`config.mk`:
```
export PLATFORM = sky130hd
export DESIGN_NAME = blkm_ctrl
export DESIGN_NICKNAME = d
export VERILOG_FILES = /design/src/hdl/blkm_pkg.sv /design/src/hdl/blkm_ctrl.sv
export SDC_FILE = /design/constraint.sdc
export NUM_CORES = 1
export LEC_CHECK = 0
export BUFFER_PORTS_ARGS = -buffer_cell sky130_fd_sc_hd__buf_2
export CAP_MARGIN = 20
export CORE_MARGIN = 4
export CORE_UTILIZATION = 40
export DETAILED_ROUTE_END_ITERATION = 10
export GPL_TIMING_DRIVEN = 0
export SYNTH_ARGS = -nofsm -noshare
export SYNTH_HDL_FRONTEND = slang
export SYNTH_SLANG_ARGS = --single-unit
```
`constraint.sdc`:
```
create_clock -name clk -period 16.9 [get_ports clk]
set_clock_uncertainty 0.15 [all_clocks]
set_input_delay 5.07 -clock clk [delete_from_list [all_inputs] [get_ports clk]]
set_output_delay 5.07 -clock clk [all_outputs]
set_load 0.02 [all_outputs]
```
`src/hdl/blkm_pkg.sv`:
```
// Shared types, constants and helpers of the block map allocator.
`default_nettype none

package blkm_pkg;

  // Pool and map geometry
  localparam int POOLS         = 3;
  localparam int TABLE_ENTRIES = 1024;
  localparam int NUM_REGS      = 3;
  localparam int MAP_DEPTH     = POOLS * TABLE_ENTRIES;
  localparam int MAP_AW        = $clog2(MAP_DEPTH);
  localparam int ENTRY_W       = $clog2(TABLE_ENTRIES);
  localparam int CUR_W         = ENTRY_W + 1;
  localparam int USED_W        = $clog2(TABLE_ENTRIES + 1);
  localparam int MAP_W         = USED_W;

  // Field widths
  localparam int POOL_W    = 2;
  localparam int SIZE_W    = 32;
  localparam int OFFSET_W  = 22;
  localparam int USAGE_W   = 10;
  localparam int BS_W      = 13;
  localparam int CFG_IDX_W = 2;
  localparam int DIVD_W    = SIZE_W + 1;
  localparam int DIV_CNT_W = $clog2(DIVD_W + 1);
  localparam int PERM_W    = USED_W + USAGE_W;
  localparam int BOFF_W    = ENTRY_W + BS_W;

  // Constants
  localparam int BS_MAX   = 4096;
  localparam int BS_RESET = 64;
  localparam int PERMILLE = 1000;

  // Request codes
  localparam logic REQ_ALLOC = 1'b0;
  localparam logic REQ_FREE  = 1'b1;

  // Configuration register indexes
  localparam logic [CFG_IDX_W-1:0] REG_BS_POOL0 = 2'd0;
  localparam logic [CFG_IDX_W-1:0] REG_BS_POOL1 = 2'd1;
  localparam logic [CFG_IDX_W-1:0] REG_BS_POOL2 = 2'd2;

  typedef enum logic [1:0] {
    STAT_OK         = 2'd0,
    STAT_ALLOC_FAIL = 2'd1,
    STAT_NOT_READY  = 2'd2,
    STAT_BAD_OFFSET = 2'd3
  } status_t;

  typedef struct packed {
    logic                req_type;
    logic [POOL_W-1:0]   pool;
    logic [SIZE_W-1:0]   alloc_size;
    logic [SIZE_W-1:0]   free_offset;
  } in_t;

  typedef struct packed {
    status_t             status;
    logic [OFFSET_W-1:0] block_offset;
    logic [USAGE_W-1:0]  usage_permille;
  } out_t;

  typedef enum logic [3:0] {
    ST_CLEAR,
    ST_IDLE,
    ST_DIV,
    ST_SCAN,
    ST_MARK,
    ST_FREE_RD,
    ST_FREE_LEN,
    ST_FREE_CLR,
    ST_DONE
  } ctrl_state_t;

  typedef struct packed {
    logic              start;
    logic [DIVD_W-1:0] dividend;
    logic [BS_W-1:0]   divisor;
  } div_req_t;

  typedef struct packed {
    logic              done;
    logic [DIVD_W-1:0] quotient;
  } div_rsp_t;

  // Clamp a block size register: zero acts as one, large values saturate
  function automatic logic [BS_W-1:0] eff_block_size(input logic [BS_W-1:0] b);
    logic [BS_W-1:0] r;
    if (b == '0) begin
      r = BS_W'(1);
    end else if (b > BS_W'(BS_MAX)) begin
      r = BS_W'(BS_MAX);
    end else begin
      r = b;
    end
    return r;
  endfunction

endpackage

`default_nettype wire

```
`src/hdl/blkm_ctrl.sv`:
```
// Request sequencer: clears, scans, marks and releases runs in the block map.
`default_nettype none

module blkm_ctrl import blkm_pkg::*; (
  input  wire logic                         clk,
  input  wire logic                         rst_n,
  input  wire logic                         in_valid,
  output logic                              in_stall,
  input  wire in_t                          in_data,
  output logic                              out_valid,
  input  wire logic                         out_stall,
  output out_t                              out_data,
  input  wire logic [POOLS-1:0][BS_W-1:0]   bs_eff,
  output div_req_t                          div_req,
  input  wire div_rsp_t                     div_rsp,
  output logic                              map_we,
  output logic [MAP_AW-1:0]                 map_waddr,
  output logic [MAP_W-1:0]                  map_wdata,
  output logic                              map_re,
  output logic [MAP_AW-1:0]                 map_raddr,
  input  wire logic [MAP_W-1:0]             map_rdata
);

  ctrl_state_t         state_r, state_nxt;
  in_t                 req_r, req_nxt;
  logic                pool_ok_r, pool_ok_nxt;
  logic [BS_W-1:0]     bs_r, bs_nxt;
  logic [USED_W-1:0]   need_r, need_nxt;
  logic [USED_W-1:0]   run_r, run_nxt;
  logic [USED_W-1:0]   cnt_r, cnt_nxt;
  logic [CUR_W-1:0]    cur_r, cur_nxt;
  logic [ENTRY_W-1:0]  pos_r, pos_nxt;
  logic                rd_v_r, rd_v_nxt;
  logic [ENTRY_W-1:0]  rd_idx_r, rd_idx_nxt;
  status_t             status_r, status_nxt;
  logic [OFFSET_W-1:0] boff_r, boff_nxt;
  logic [USED_W-1:0]   used_r [POOLS];
  logic [USED_W-1:0]   used_nxt [POOLS];
  logic [POOLS-1:0]    ready_r, ready_nxt;
  logic [MAP_AW-1:0]   clr_addr_r, clr_addr_nxt;
  out_t                out_r, out_nxt;
  logic                out_valid_r, out_valid_nxt;

  logic                in_accept;
  logic                in_pool_ok;
  logic [BS_W-1:0]     in_bs;
  logic                off_beyond;
  logic                out_free;
  logic [USED_W-1:0]   scan_run;
  logic                scan_issue;
  logic                free_issue;
  logic [MAP_AW-1:0]   pool_base;
  logic [USED_W-1:0]   used_sel;
  logic [USAGE_W-1:0]  permille;

  // Request decode
  assign in_accept  = in_valid && !in_stall;
  assign in_pool_ok = ({1'b0, in_data.pool} < (POOL_W + 1)'(POOLS));
  assign in_bs      = in_pool_ok ? bs_eff[in_data.pool] : BS_W'(1);
  assign off_beyond = ({1'b0, in_data.free_offset} >=
                       (DIVD_W'(in_bs) * DIVD_W'(TABLE_ENTRIES)));
  assign out_free   = !out_valid_r || !out_stall;

  // Map addressing and run tracking
  assign pool_base  = MAP_AW'(req_r.pool) * MAP_AW'(TABLE_ENTRIES);
  assign scan_run   = (map_rdata == '0) ? (run_r + USED_W'(1)) : '0;
  assign scan_issue = (cur_r != '0);
  assign free_issue = (state_r == ST_FREE_CLR) && (cnt_r != '0) &&
                      (cur_r < CUR_W'(TABLE_ENTRIES));

  // Usage of the addressed pool
  assign used_sel = used_r[req_r.pool];
  assign permille = USAGE_W'((PERM_W'(used_sel) * PERM_W'(PERMILLE)) / TABLE_ENTRIES);

  // Next state
  always_comb begin
    state_nxt = state_r;
    unique case (state_r)
      ST_CLEAR: begin
        if (clr_addr_r == MAP_AW'(MAP_DEPTH - 1)) begin
          state_nxt = ST_IDLE;
        end
      end
      ST_IDLE: begin
        if (in_accept) begin
          priority if (!in_pool_ok) begin
            state_nxt = ST_DONE;
          end else if (in_data.req_type == REQ_ALLOC) begin
            state_nxt = (in_data.alloc_size == '0) ? ST_DONE : ST_DIV;
          end else if (!ready_r[in_data.pool] || off_beyond) begin
            state_nxt = ST_DONE;
          end else begin
            state_nxt = ST_DIV;
          end
        end
      end
      ST_DIV: begin
        if (div_rsp.done) begin
          if (req_r.req_type == REQ_ALLOC) begin
            state_nxt = (div_rsp.quotient > DIVD_W'(TABLE_ENTRIES)) ? ST_DONE : ST_SCAN;
          end else begin
            state_nxt = ST_FREE_RD;
          end
        end
      end
      ST_SCAN: begin
        if (rd_v_r && (scan_run == need_r)) begin
          state_nxt = ST_MARK;
        end else if (!rd_v_r && !scan_issue) begin
          state_nxt = ST_DONE;
        end
      end
      ST_MARK: begin
        if (cnt_r == USED_W'(1)) begin
          state_nxt = ST_DONE;
        end
      end
      ST_FREE_RD:  state_nxt = ST_FREE_LEN;
      ST_FREE_LEN: state_nxt = ST_FREE_CLR;
      ST_FREE_CLR: begin
        if (!free_issue && !rd_v_r) begin
          state_nxt = ST_DONE;
        end
      end
      ST_DONE: begin
        if (out_free) begin
          state_nxt = ST_IDLE;
        end
      end
      default: state_nxt = ST_CLEAR;
    endcase
  end

  // Datapath, map port and divider control
  always_comb begin
    req_nxt       = req_r;
    pool_ok_nxt   = pool_ok_r;
    bs_nxt        = bs_r;
    need_nxt      = need_r;
    run_nxt       = run_r;
    cnt_nxt       = cnt_r;
    cur_nxt       = cur_r;
    pos_nxt       = pos_r;
    rd_v_nxt      = rd_v_r;
    rd_idx_nxt    = rd_idx_r;
    status_nxt    = status_r;
    boff_nxt      = boff_r;
    used_nxt      = used_r;
    ready_nxt     = ready_r;
    clr_addr_nxt  = clr_addr_r;
    out_nxt       = out_r;
    out_valid_nxt = out_valid_r && out_stall;
    map_we        = 1'b0;
    map_waddr     = '0;
    map_wdata     = '0;
    map_re        = 1'b0;
    map_raddr     = '0;
    div_req       = '0;
    div_req.divisor = in_bs;

    unique case (state_r)
      // Sweep zeros through the whole map after reset
      ST_CLEAR: begin
        map_we       = 1'b1;
        map_waddr    = clr_addr_r;
        clr_addr_nxt = clr_addr_r + MAP_AW'(1);
      end

      // Take a request, settle the trivial outcomes, launch the divide
      ST_IDLE: begin
        if (in_accept) begin
          req_nxt     = in_data;
          pool_ok_nxt = in_pool_ok;
          bs_nxt      = in_bs;
          boff_nxt    = '0;
          status_nxt  = STAT_OK;
          priority if (!in_pool_ok) begin
            status_nxt = (in_data.req_type == REQ_ALLOC) ? STAT_ALLOC_FAIL : STAT_BAD_OFFSET;
          end else if (in_data.req_type == REQ_ALLOC) begin
            ready_nxt[in_data.pool] = 1'b1;
            if (in_data.alloc_size == '0) begin
              status_nxt = STAT_ALLOC_FAIL;
            end else begin
              div_req.start    = 1'b1;
              div_req.dividend = DIVD_W'(in_data.alloc_size) + DIVD_W'(in_bs) - DIVD_W'(1);
            end
          end else if (!ready_r[in_data.pool]) begin
            ready_nxt[in_data.pool] = 1'b1;
            status_nxt              = STAT_NOT_READY;
          end else if (off_beyond) begin
            status_nxt = STAT_BAD_OFFSET;
          end else begin
            div_req.start    = 1'b1;
            div_req.dividend = DIVD_W'(in_data.free_offset);
          end
        end
      end

      // Block count for allocate, entry index for free
      ST_DIV: begin
        if (div_rsp.done) begin
          if (req_r.req_type == REQ_ALLOC) begin
            if (div_rsp.quotient > DIVD_W'(TABLE_ENTRIES)) begin
              status_nxt = STAT_ALLOC_FAIL;
            end else begin
              need_nxt = div_rsp.quotient[USED_W-1:0];
              cur_nxt  = CUR_W'(TABLE_ENTRIES);
              run_nxt  = '0;
              rd_v_nxt = 1'b0;
            end
          end else begin
            cur_nxt = {1'b0, div_rsp.quotient[ENTRY_W-1:0]};
          end
        end
      end

      // Stream reads downward, count free entries as data returns
      ST_SCAN: begin
        rd_v_nxt = 1'b0;
        if (scan_issue) begin
          map_re     = 1'b1;
          map_raddr  = pool_base + MAP_AW'(cur_r - CUR_W'(1));
          rd_v_nxt   = 1'b1;
          rd_idx_nxt = ENTRY_W'(cur_r - CUR_W'(1));
          cur_nxt    = cur_r - CUR_W'(1);
        end
        if (rd_v_r) begin
          run_nxt = scan_run;
          if (scan_run == need_r) begin
            pos_nxt  = rd_idx_r;
            cur_nxt  = {1'b0, rd_idx_r};
            cnt_nxt  = need_r;
            rd_v_nxt = 1'b0;
          end
        end else if (!scan_issue) begin
          status_nxt = STAT_ALLOC_FAIL;
        end
      end

      // Write the run length into each entry of the run
      ST_MARK: begin
        map_we    = 1'b1;
        map_waddr = pool_base + MAP_AW'(cur_r);
        map_wdata = MAP_W'(need_r);
        cur_nxt   = cur_r + CUR_W'(1);
        cnt_nxt   = cnt_r - USED_W'(1);
        boff_nxt  = OFFSET_W'(BOFF_W'(pos_r) * BOFF_W'(bs_r));
        if (cnt_r == USED_W'(1)) begin
          used_nxt[req_r.pool] = used_r[req_r.pool] + need_r;
          status_nxt           = STAT_OK;
        end
      end

      // Fetch the run length at the freed entry
      ST_FREE_RD: begin
        map_re    = 1'b1;
        map_raddr = pool_base + MAP_AW'(cur_r);
      end

      ST_FREE_LEN: begin
        cnt_nxt    = map_rdata;
        rd_v_nxt   = 1'b0;
        status_nxt = STAT_OK;
      end

      // Read ahead one entry, clear those that hold a length
      ST_FREE_CLR: begin
        rd_v_nxt = 1'b0;
        if (free_issue) begin
          map_re     = 1'b1;
          map_raddr  = pool_base + MAP_AW'(cur_r);
          rd_v_nxt   = 1'b1;
          rd_idx_nxt = cur_r[ENTRY_W-1:0];
          cur_nxt    = cur_r + CUR_W'(1);
          cnt_nxt    = cnt_r - USED_W'(1);
        end
        if (rd_v_r && (map_rdata != '0)) begin
          map_we               = 1'b1;
          map_waddr            = pool_base + MAP_AW'(rd_idx_r);
          used_nxt[req_r.pool] = used_r[req_r.pool] - USED_W'(1);
        end
      end

      // Hand the result to the output register once it is free
      ST_DONE: begin
        if (out_free) begin
          out_valid_nxt          = 1'b1;
          out_nxt.status         = status_r;
          out_nxt.block_offset   = boff_r;
          out_nxt.usage_permille = pool_ok_r ? permille : '0;
        end
      end

      default: begin
        clr_addr_nxt = '0;
      end
    endcase
  end

  // Control state
  always_ff @(posedge clk) begin
    if (!rst_n) begin
      state_r     <= ST_CLEAR;
      clr_addr_r  <= '0;
      ready_r     <= '0;
      out_valid_r <= 1'b0;
      rd_v_r      <= 1'b0;
      for (int p = 0; p < POOLS; p++) begin
        used_r[p] <= '0;
      end
    end else begin
      state_r     <= state_nxt;
      clr_addr_r  <= clr_addr_nxt;
      ready_r     <= ready_nxt;
      out_valid_r <= out_valid_nxt;
      rd_v_r      <= rd_v_nxt;
      used_r      <= used_nxt;
    end
  end

  // Payload
  always_ff @(posedge clk) begin
    req_r     <= req_nxt;
    pool_ok_r <= pool_ok_nxt;
    bs_r      <= bs_nxt;
    need_r    <= need_nxt;
    run_r     <= run_nxt;
    cnt_r     <= cnt_nxt;
    cur_r     <= cur_nxt;
    pos_r     <= pos_nxt;
    rd_idx_r  <= rd_idx_nxt;
    status_r  <= status_nxt;
    boff_r    <= boff_nxt;
    out_r     <= out_nxt;
  end

  assign in_stall  = (state_r != ST_IDLE);
  assign out_valid = out_valid_r;
  assign out_data  = out_r;

endmodule

`default_nettype wire

```
==> results of run 1 <==
flip-flops by register name, indices dropped and copies added (netlist names), 2 cells and up:
name	flops
pos_r	10
ready_r	3
req_r	3
need_r	11
status_r	2
rd_idx_r	10
out_data	34
run_r	11
boff_r	22
bs_r	13
used_r	33
state_r	4
cur_r	11
cnt_r	11
clr_addr_r	12
metrics by stage:
| step | total power (W) | hold WS [ns] | utilization, % | worst slack [ns] | cell area [µm²] |
|---|---|---|---|---|---|
| final | 0.00110 | 0.264 | 46.6 | 0.995 | 22400 |
| after detailed placement | 0.000692 | 0.255 | 45.4 | 1.02 | 21800 |
| after CTS | 0.00110 | 0.266 | 46.6 | 1.04 | 22400 |
| after global placement | 0.000690 | 0.251 | 45.2 | 1.08 | 21700 |
| after floorplan | 0.000627 | 0.250 | - | 2.61 | 19600 |
| after global routing | 0.00114 | 0.266 | 46.6 | 0.487 | 22400 |
final timing paths:
kind / from / endpoint / slack (ns) / depth (start not counted)
worst max register to register: req_r[64]$_DFFE_PP_ / out_data[9]$_SDFFCE_PN0P_ / 10.15 / 21
worst min register to register: boff_r[4]$_SDFFCE_PN0P_ / out_data[14]$_DFFE_PP_ / 0.26 / 0
worst min-delay path: boff_r[4]$_SDFFCE_PN0P_ / out_data[14]$_DFFE_PP_ / 0.26 / 0
worst max-delay path: in_data[64] / div_req[42] / 1.0 / 19
power groups by stage:
stage                     Sequential [W]  Clock, W  Combinational (W)
final                           0.000503  0.000411           0.000181
after global routing            0.000503  0.000438           0.000200
after CTS                       0.000503  0.000418           0.000179
after detailed placement        0.000514         0           0.000178
after global placement          0.000514         0           0.000176
after floorplan                 0.000514         0           0.000113
worst reg2reg max path, cell delays in order (launching register included):
cell and delay, ns:
edfxtp_1 0.59, nor2b_1 0.23, clkbuf_1 0.48, o2bb2ai_1 0.55, inv_1 0.27, fa_1 0.57, fa_1 0.54, inv_1 0.06
fa_1 0.49, inv_1 0.05, fa_1 0.49, inv_1 0.04, ha_1 0.20, nor2_1 0.09, nand2_1 0.05, a31oi_1 0.26
o31ai_1 0.18, o41ai_1 0.53, o21ai_0 0.21, a31oi_1 0.23, xnor2_1 0.10, and2_1 0.15
cells in the final DEF, fill, tap and decap left out, types with 11 or more instances in the layout:
master and instances:
ha_1 217, fa_1 121, o31ai_1 12, a211oi_1 39, nor2_1 196, a21oi_1 137
nand3_1 45, xor2_1 45, buf_2 277, dfxtp_1 54, and3_1 18, clkbuf_16 18
nor3_1 28, nor4_1 21, o21ai_0 81, a222oi_1 11, xnor2_1 94, a21o_1 21
edfxtp_1 139, inv_1 274, a31oi_1 14, and2_1 97, clkbuf_1 76, nand4_1 21
o22ai_1 13, nand2_1 187, nand2b_1 18, mux2i_1 30, a22oi_1 13, o21bai_1 12
or2_2 14, nor2b_1 13
cells by family after synthesis:
kind of cell             synth area share [%]
flip-flops                               26.9
buffers and inverters                    6.93
AO/OA/AOI/OAI                            14.0
XOR/XNOR                                 6.43
multiplexers                             2.05
adder cells (fa/ha/maj)                  26.3
AND/OR/NAND/NOR                          17.5
routing by layer:
layer,GRT usage [%],up-vias,part of all wire (%)
met5,0,-,0.020
met4,6.28,2,2.4
met3,3.73,87,7.1
met2,37.6,640,47
met1,30.8,8222,44
li1,-,8160,-
cell type report:
class | instances | area (µm²)
multi-input cells | 1646 | 13000
clock buffers | 19 | 454
flip-flops and latches | 193 | 5260
inverters | 275 | 1030
fillers | 4676 | 25600
diodes | 2 | 5.00
plain buffers | 85 | 323
clock inverters | 13 | 141
repair buffers | 283 | 1450
well taps | 615 | 769
==> impl_metrics.env, run 1 <==
export IMPL_cp_max_fo=10
export IMPL_cts_root_buffer_cell="clkbuf_16"
export IMPL_cts_hold_buffers=0
export IMPL_ant_nets=0
export IMPL_drt_total_wl_um=60800
export IMPL_cts_tree="done"
export IMPL_die_x_um=229
export IMPL_dpl_hpwl_um=50000
export IMPL_cts_resized=0
export IMPL_fmax_mhz=62.9
export IMPL_yosys_area_top_type="edfxtp_1"
export IMPL_num_io_pins=275
export IMPL_die_area_um2=52500
export IMPL_grt_overflow_total=0
export IMPL_rsz0062_at_grt="false"
export IMPL_dr_pass1_iters=6
export IMPL_ys_seq_area_share_pct=26.9
export IMPL_netlist_area_leader_share_pct=21.3
export IMPL_htreeDepth=4
export IMPL_ir_worst_vdd_v=0.0000407
export IMPL_path_common_cell="a21oi_1"
export IMPL_p_clk_share_pct=37.5
export IMPL_drc=0
export IMPL_setup_viol=0
export IMPL_first_global_vias=17300
export IMPL_path_delay_family="compound AO/OA/AOI/OAI gates"
export IMPL_power_leakage_nw=10.3
export IMPL_clockBufferDepth=2
export IMPL_syn_to_final_growth_pct=14.5
export IMPL_vias=17100
export IMPL_numClockSinks=193
export IMPL_synth_avg_cell_area_um2=8.89
export IMPL_cp_cell_sequence="buf_2 > clkbuf_1 > clkbuf_1 > mux2i_1 > nor2_1 > a21oi_1 > ha_1 > inv_1 > ha_1 > a2111oi_0 > o21ai_0 > nand2_1 > o32ai_1 > o311ai_0 > a21oi_1 > o21ai_0 > a21oi_1 > o21ba_2 > buf_2"
export IMPL_finalSetupTns_ns=0
export IMPL_slowest_stage="clkbuf_1"
export IMPL_place_congestion=0.920
export IMPL_grt_max_degree=30
export IMPL_cp_required_ns=11.68
export IMPL_synthCells=2199
export IMPL_vias_per_cell=5.47
export IMPL_clkTransAtPathRegs_ns=0.07
export IMPL_yosysWarnings=0
export IMPL_hold_path_class="reg2reg"
export IMPL_finalNetCount=2994
export IMPL_cts_buffers=17
export IMPL_p_sw_w=0.000316
export IMPL_max_stage_delay_ns=0.69
export IMPL_crit_type="in2out"
export IMPL_status="finished, final reports clean"
export IMPL_syn_num_nets=2692
export IMPL_antenna_found_initial=4
export IMPL_ys_flop_type="edfxtp_1"
export IMPL_sw_frac_of_total_pct=28.8
export IMPL_drive_above_1_share_pct=14.1
export IMPL_combPwrFrac_pct=16.5
export IMPL_cp_arrival_ns=10.68
export IMPL_final_max_slew_viol_count=0
export IMPL_start_util_pct=40.7
export IMPL_worstSetupEndpointType="output port"
export IMPL_ys_top_cells_by_area="edfxtp_1, ha_1, fa_1, dfxtp_1, inv_1"
export IMPL_drt_iter0_markers=1236
export IMPL_syn_area_um2=19600
export IMPL_power_density_nw_per_um2=48.9
export IMPL_io_buffers=274
export IMPL_cts_setup_buffers=0
export IMPL_slew_headroom_pct=27.8
export IMPL_yosysMostFrequentCell="inv_1"
export IMPL_grt_first_pass_wirelength_um=95500
export IMPL_die_h_um=229
export IMPL_synth_cell_types=76
export IMPL_fin_crit_ns=15.90
export IMPL_min_period_over_period_pct=94.1
export IMPL_ys_seq_elements=193
export IMPL_async_reset_ff_share_pct=0
export IMPL_worstPathBufferInverterCount=5
export IMPL_p_seq_share_pct=45.9
export IMPL_layout_cells_non_filler=3131
export IMPL_p_int_w=0.000780
export IMPL_hold_violations=0
export IMPL_cp_start_kind="input pin"
export IMPL_synth_edff_count=139
export IMPL_drv_cap=0
export IMPL_clock_latency_ns=0.47
export IMPL_synth_common_cells="inv_1, ha_1, nor2_1"
export IMPL_grt_use_total_pct=22.7
export IMPL_core_area_um2=48000
export IMPL_rows=80
export IMPL_dp_cells=3097
export IMPL_worst_slew_pin_slew_ns=1.08
export IMPL_wl_per_cell_um=19.4
Note: power is estimated with default switching activity, not from simulation.
==> run 2: changes to the inputs <==
- CELL_PAD_IN_SITES_DETAIL_PLACEMENT: unset -> 1
- CELL_PAD_IN_SITES_GLOBAL_PLACEMENT: unset -> 1
- PLACE_DENSITY_LB_ADDON: unset -> 0.1
==> run 2 against run 1 <==
  * Clock power grew 2%
  * Critical path depth is the same
  * Worst setup slack gained 0.23 ns
  * Sequential share of layout area is essentially flat
  * Sequential power is essentially flat
  * Via count grew 1.5%
  * Final cell count is essentially flat
  * Maximum frequency grew 1.5%
  * First-iteration DRC count shrank 20%
  * Combinational power is essentially flat
  * Clock-buffer cell count shrank 1
  * Critical endpoint is now div_req[45]
  * Largest power group unchanged
==> impl_metrics.env, run 2 (synthesis gave the netlist of run 1 again) <==
export IMPL_status="finished, final reports clean"
export IMPL_fmax_mhz=63.8
export IMPL_largest_reg_flops=34
export IMPL_layout_commonest_cell="buf_2"
export IMPL_clock_latency_ns=0.50
export IMPL_cp_cell_sequence="buf_2 > clkbuf_1 > clkbuf_1 > mux2i_1 > nor2_1 > a21oi_1 > ha_1 > inv_1 > ha_1 > a2111oi_0 > o21ai_0 > nand3_1 > and2_1 > a31oi_1 > o41ai_1 > nor4_1 > or4_1 > a21oi_1 > buf_2"
export IMPL_hold_path_class="reg2reg"
export IMPL_finalSetupTns_ns=0
export IMPL_finalNetCount=2995
export IMPL_cts_tree="done"
export IMPL_antenna_found_initial=7
export IMPL_p_int_w=0.000774
export IMPL_ir_worst_vdd_v=0.0000632
export IMPL_sw_frac_of_total_pct=30.1
export IMPL_seq_area_um2=5260
export IMPL_htreeDepth=4
export IMPL_vias=17400
export IMPL_grt_first_pass_wirelength_um=105000
export IMPL_nFillCells=5798
export IMPL_wl_per_cell_um=21.5
export IMPL_grt_use_total_pct=25.4
export IMPL_fin_crit_ns=15.67
export IMPL_p_sw_w=0.000333
export IMPL_clockBufferDepth=2
export IMPL_ant_nets=0
export IMPL_use_met2_pct=42.4
export IMPL_final_setup_worst_slack_ns=1.23
export IMPL_dpl_hpwl_um=55200
export IMPL_dpl_worst_slack_ns=1.25
export IMPL_power_leakage_nw=10.3
export IMPL_combPwrFrac_pct=16.5
export IMPL_io_buffers=274
export IMPL_drt_iter0_markers=991
export IMPL_syn_to_final_growth_pct=14.6
export IMPL_reg2reg_slack_ns=9.85
export IMPL_grt_overflow_total=0
export IMPL_p_clk_share_pct=38.0
export IMPL_p_seq_share_pct=45.4
export IMPL_busiest_layer="met2"
export IMPL_worst_slew_pin_slew_ns=1.13
export IMPL_power_density_nw_per_um2=49.4
export IMPL_num_io_pins=275
export IMPL_die_x_um=229
export IMPL_cts_resized=0
export IMPL_setup_viol=0
export IMPL_numClockSinks=193
export IMPL_cts_root_buffer_cell="clkbuf_16"
export IMPL_worstSetupEndpointType="output port"
export IMPL_drc=0
export IMPL_crit_type="in2out"
export IMPL_final_max_slew_viol_count=0
export IMPL_rows=80
export IMPL_dr_pass1_iters=5
export IMPL_die_h_um=229
export IMPL_slowest_stage="clkbuf_1"
export IMPL_die_area_um2=52500
export IMPL_max_stage_delay_ns=0.66
export IMPL_place_congestion=0.929
export IMPL_cp_max_fo=10
export IMPL_cts_setup_buffers=0
export IMPL_start_util_pct=40.7
export IMPL_slew_headroom_pct=25.0
export IMPL_core_area_um2=48000
export IMPL_vias_per_cell=5.54
export IMPL_hold_violations=0
export IMPL_cp_start_kind="input pin"
export IMPL_drv_cap=0
export IMPL_drt_total_wl_um=67400
export IMPL_cp_arrival_ns=10.45
export IMPL_multi_input_area_um2=13000
export IMPL_drive_above_1_share_pct=14.2
export IMPL_use_met1_pct=34.4
export IMPL_grt_use_met3_pct=4.13
export IMPL_cts_hold_buffers=0
export IMPL_grt_max_degree=28
export IMPL_clkTransAtPathRegs_ns=0.09
export IMPL_final_cell_mix="buf_2, inv_1, ha_1, nor2_1, nand2_1"
export IMPL_min_period_over_period_pct=92.7
export IMPL_rsz0062_at_grt="false"
export IMPL_cp_required_ns=11.68
export IMPL_first_global_vias=18800
export IMPL_cts_buffers=17
## run 2: cell types whose count changed in the layout (fill, tap and decap cells not counted), sizes merged
cell	change
buf	+1
clkbuf	-1
clkinvlp	-2
inv	+3
## run 2: layout make-up
| class | count | area share [%] |
|---|---|---|
| Buffer | 85 | 1.44 |
| Clock buffer | 18 | 1.96 |
| Multi-Input combinational cell | 1646 | 57.9 |
| Timing Repair Buffer | 284 | 6.60 |
| Tap cell | 615 | 3.43 |
| Inverter | 275 | 4.61 |
| Sequential cell | 193 | 23.4 |
| Clock inverter | 14 | 0.620 |
| Antenna cell | 2 | 0.0223 |
## run 2: path summary, 6_finish.rpt
kind | from | end | depth (start not counted)
worst max register to register | req_r[64]$_DFFE_PP_ | out_data[9]$_SDFFCE_PN0P_ | 22
worst max-delay path | in_data[64] | div_req[45] | 19
worst min register to register | boff_r[18]$_SDFFCE_PN0P_ | out_data[28]$_DFFE_PP_ | 0
worst min-delay path | boff_r[18]$_SDFFCE_PN0P_ | out_data[28]$_DFFE_PP_ | 0
## run 2: critical path: cells and delay by family
family | cells | cell delay (ns)
AO/OA/AOI/OAI | 6 | 1.87
adder cells (fa/ha/maj) | 2 | 0.59
multiplexers | 1 | 0.28
AND/OR/NAND/NOR | 5 | 1.08
buffers and inverters | 5 | 1.55
## run 2: power groups by stage
stage	Combinational [W]	Clock, W	Sequential, W
after floorplan	0.000113	0	0.000514
after global placement	0.000177	0	0.000514
after detailed placement	0.000181	0	0.000514
after CTS	0.000183	0.000430	0.000503
after global routing	0.000204	0.000448	0.000503
final	0.000183	0.000421	0.000503
## run 2: per-layer routing
layer | wire [µm] | vias to the layer above
li1 | - | 8142
met1 | 30900 | 8730
met2 | 31900 | 419
met3 | 3310 | 69
met4 | 1260 | 2
met5 | 13 | -
## run 2: metrics by stage
step / power, W / hold slack (ns) / std cells / util [%] / instance area, µm²
after floorplan: 0.000627 / 0.250 / 2199 / - / 19600
after global placement: 0.000691 / 0.251 / 3088 / 45.2 / 21700
after detailed placement: 0.000695 / 0.256 / 3097 / 45.4 / 21800
after CTS: 0.00112 / 0.262 / 3129 / 46.6 / 22400
after global routing: 0.00116 / 0.277 / 3131 / 46.6 / 22400
final: 0.00111 / 0.261 / 3132 / 46.6 / 22400
==> run 3: changes to the inputs <==
- CELL_PAD_IN_SITES_DETAIL_PLACEMENT: 1 -> 0
- CORE_ASPECT_RATIO: unset -> 0.8
==> run 3 against run 2 <==
  * Critical endpoint unchanged
  * Highest routed layer unchanged
  * Combinational power decreased by 2%
  * Worst setup slack got worse by 0.25 ns
  * Clock-buffer cell count is 1 lower
==> impl_metrics.env, run 3 (synthesis gave the netlist of run 1 again) <==
export IMPL_status="finished, final reports clean"
export IMPL_cts_tree="done"
export IMPL_hold_path_class="reg2reg"
export IMPL_finalNetCount=2994
export IMPL_clkTransAtPathRegs_ns=0.09
export IMPL_die_area_um2=52500
export IMPL_crit_type="in2out"
export IMPL_path_delay_family="compound AO/OA/AOI/OAI gates"
export IMPL_reg2reg_slack_ns=10.01
export IMPL_drt_iter0_markers=1091
export IMPL_dr_pass1_iters=7
export IMPL_hold_violations=0
export IMPL_drc=0
export IMPL_min_path_cells=0
export IMPL_vias_per_cell=5.38
export IMPL_antenna_found_initial=2
export IMPL_io_buffers=274
export IMPL_grt_first_pass_wirelength_um=94600
export IMPL_cts_buffers=17
export IMPL_cts_root_buffer_cell="clkbuf_16"
export IMPL_largest_reg_flops=34
export IMPL_rows=72
export IMPL_grt_use_total_pct=23.1
export IMPL_reg2reg_to="out_data[9]$_SDFFCE_PN0P_"
export IMPL_min_period_over_period_pct=94.2
export IMPL_dpl_hpwl_um=49400
export IMPL_multi_input_area_um2=13000
export IMPL_ant_nets=0
export IMPL_die_h_um=206
export IMPL_cts_setup_buffers=0
export IMPL_cp_start_kind="input pin"
export IMPL_power_leakage_nw=10.3
export IMPL_ir_worst_vdd_v=0.0000755
export IMPL_nFillCells=4819
export IMPL_rsz0062_at_grt="false"
export IMPL_fmax_mhz=62.8
export IMPL_cp_cell_sequence="buf_2 > clkbuf_1 > clkbuf_1 > mux2i_1 > nor2_1 > a21oi_1 > ha_1 > inv_1 > ha_1 > a2111oi_0 > o21ai_0 > nand3_1 > and2_1 > a31oi_1 > o41ai_1 > nor4_1 > or4_1 > a21oi_1 > buf_2"
export IMPL_layout_commonest_cell="buf_2"
export IMPL_fin_crit_ns=15.92
export IMPL_max_stage_delay_ns=0.65
export IMPL_num_io_pins=275
export IMPL_cp_required_ns=11.68
export IMPL_seq_area_um2=5260
export IMPL_drive_above_1_share_pct=14.2
export IMPL_wl_per_cell_um=19.2
export IMPL_dp_cells=3110
export IMPL_die_x_um=255
export IMPL_reg2reg_from="req_r[65]$_DFFE_PP_"
export IMPL_start_util_pct=40.4
export IMPL_worstPathBufferInverterCount=5
export IMPL_layout_cells_non_filler=3144
export IMPL_clock_latency_ns=0.48
export IMPL_setup_viol=0
export IMPL_min_to="out_data[12]$_DFFE_PP_"
export IMPL_grt_overflow_total=0
export IMPL_cts_hold_buffers=0
export IMPL_reg2reg_depth=20
export IMPL_cp_arrival_ns=10.70
export IMPL_finalSetupTns_ns=0
export IMPL_grt_max_degree=25
export IMPL_slowest_stage="clkbuf_1"
export IMPL_numClockSinks=193
export IMPL_holdWs_ns=0.269
export IMPL_cts_resized=0
export IMPL_place_congestion=0.894
export IMPL_syn_to_final_growth_pct=14.9
export IMPL_final_cell_mix="buf_2, inv_1, ha_1, nor2_1, nand2_1"
export IMPL_slew_headroom_pct=30.0
export IMPL_first_global_vias=17100
export IMPL_power_density_nw_per_um2=50.3
export IMPL_vias=16900
export IMPL_core_area_um2=48400
export IMPL_drv_cap=0
export IMPL_worstSetupEndpointType="output port"
export IMPL_clockBufferDepth=2
export IMPL_final_max_slew_viol_count=0
export IMPL_htreeDepth=4
export IMPL_min_from="boff_r[2]$_SDFFCE_PN0P_"
export IMPL_drt_total_wl_um=60300
export IMPL_worst_slew_pin_slew_ns=1.05
export IMPL_cp_max_fo=10
## run 3: cell types whose count changed in the layout (fill, tap and decap cells not counted)
cell and change:
buf_16 -1, inv_12 +4, clkbuf_8 -1, clkinv_8 +3, diode_2 -1, o21ai_0 +1, inv_16 +2, o21ai_1 -1
inv_4 -1, inv_8 -1, inv_6 -5, clkinv_2 -1
## run 3: cell type report
class	count	area share, %
flip-flops and latches	193	23.4
repair buffers	283	6.46
inverters	275	4.59
well taps	629	3.50
multi-input cells	1646	57.7
diodes	1	0.0111
plain buffers	85	1.44
clock inverters	15	1.01
clock buffers	17	1.89
## run 3: how the worst max path moves through the flow
stage	start	endpoint	cells past startpoint
after global routing	in_data[64]	div_req[45]	19
final	in_data[64]	div_req[45]	19
after CTS	in_data[64]	div_req[31]	18
after global placement	in_data[64]	div_req[45]	19
after floorplan	in_data[64]	div_req[30]	16
after detailed placement	in_data[64]	div_req[31]	18
## run 3: metal layers
layer	up-vias	track usage, %	routed length (µm)	share of wire, %
li1	8147	-	-	-
met1	8202	33.3	28800	48
met2	495	37.1	27300	45
met3	56	3.39	3240	5.4
met4	2	4.89	928	1.5
met5	-	0	20	0.033
## run 3: worst register-to-register path, stage by stage (launching register included)
cell      delay (ns)
edfxtp_1        0.35
buf_2           0.32
clkbuf_1        0.52
mux2i_1         0.30
o21a_1          0.33
inv_1           0.23
fa_1            0.57
inv_1           0.06
fa_1            0.48
fa_1            0.51
inv_1           0.05
fa_1            0.47
ha_1            0.32
or2_2           0.28
a21oi_1         0.29
o31ai_1         0.17
o41ai_1         0.54
o21ai_0         0.24
a31oi_1         0.25
xnor2_1         0.09
and2_1          0.15
## run 3: power by group
group	leakage (nW)	internal, W	switching [W]
Sequential	1.51	0.000502	0.00000111
Combinational	8.46	0.0000719	0.000108
Clock	0.313	0.000210	0.000237
Total	10.3	0.000784	0.000346
## run 3: metrics by stage
stage                     setup WS [ns]  area (µm²)  total power (W)  utilization [%]
after global placement             1.12       21700         0.000692             44.9
after CTS                          1.18       22500          0.00114             46.4
after detailed placement           1.20       21800         0.000691             45.1
final                             0.975       22500          0.00113             46.5
after global routing              0.564       22500          0.00118             46.5
after floorplan                    2.61       19600         0.000627                -
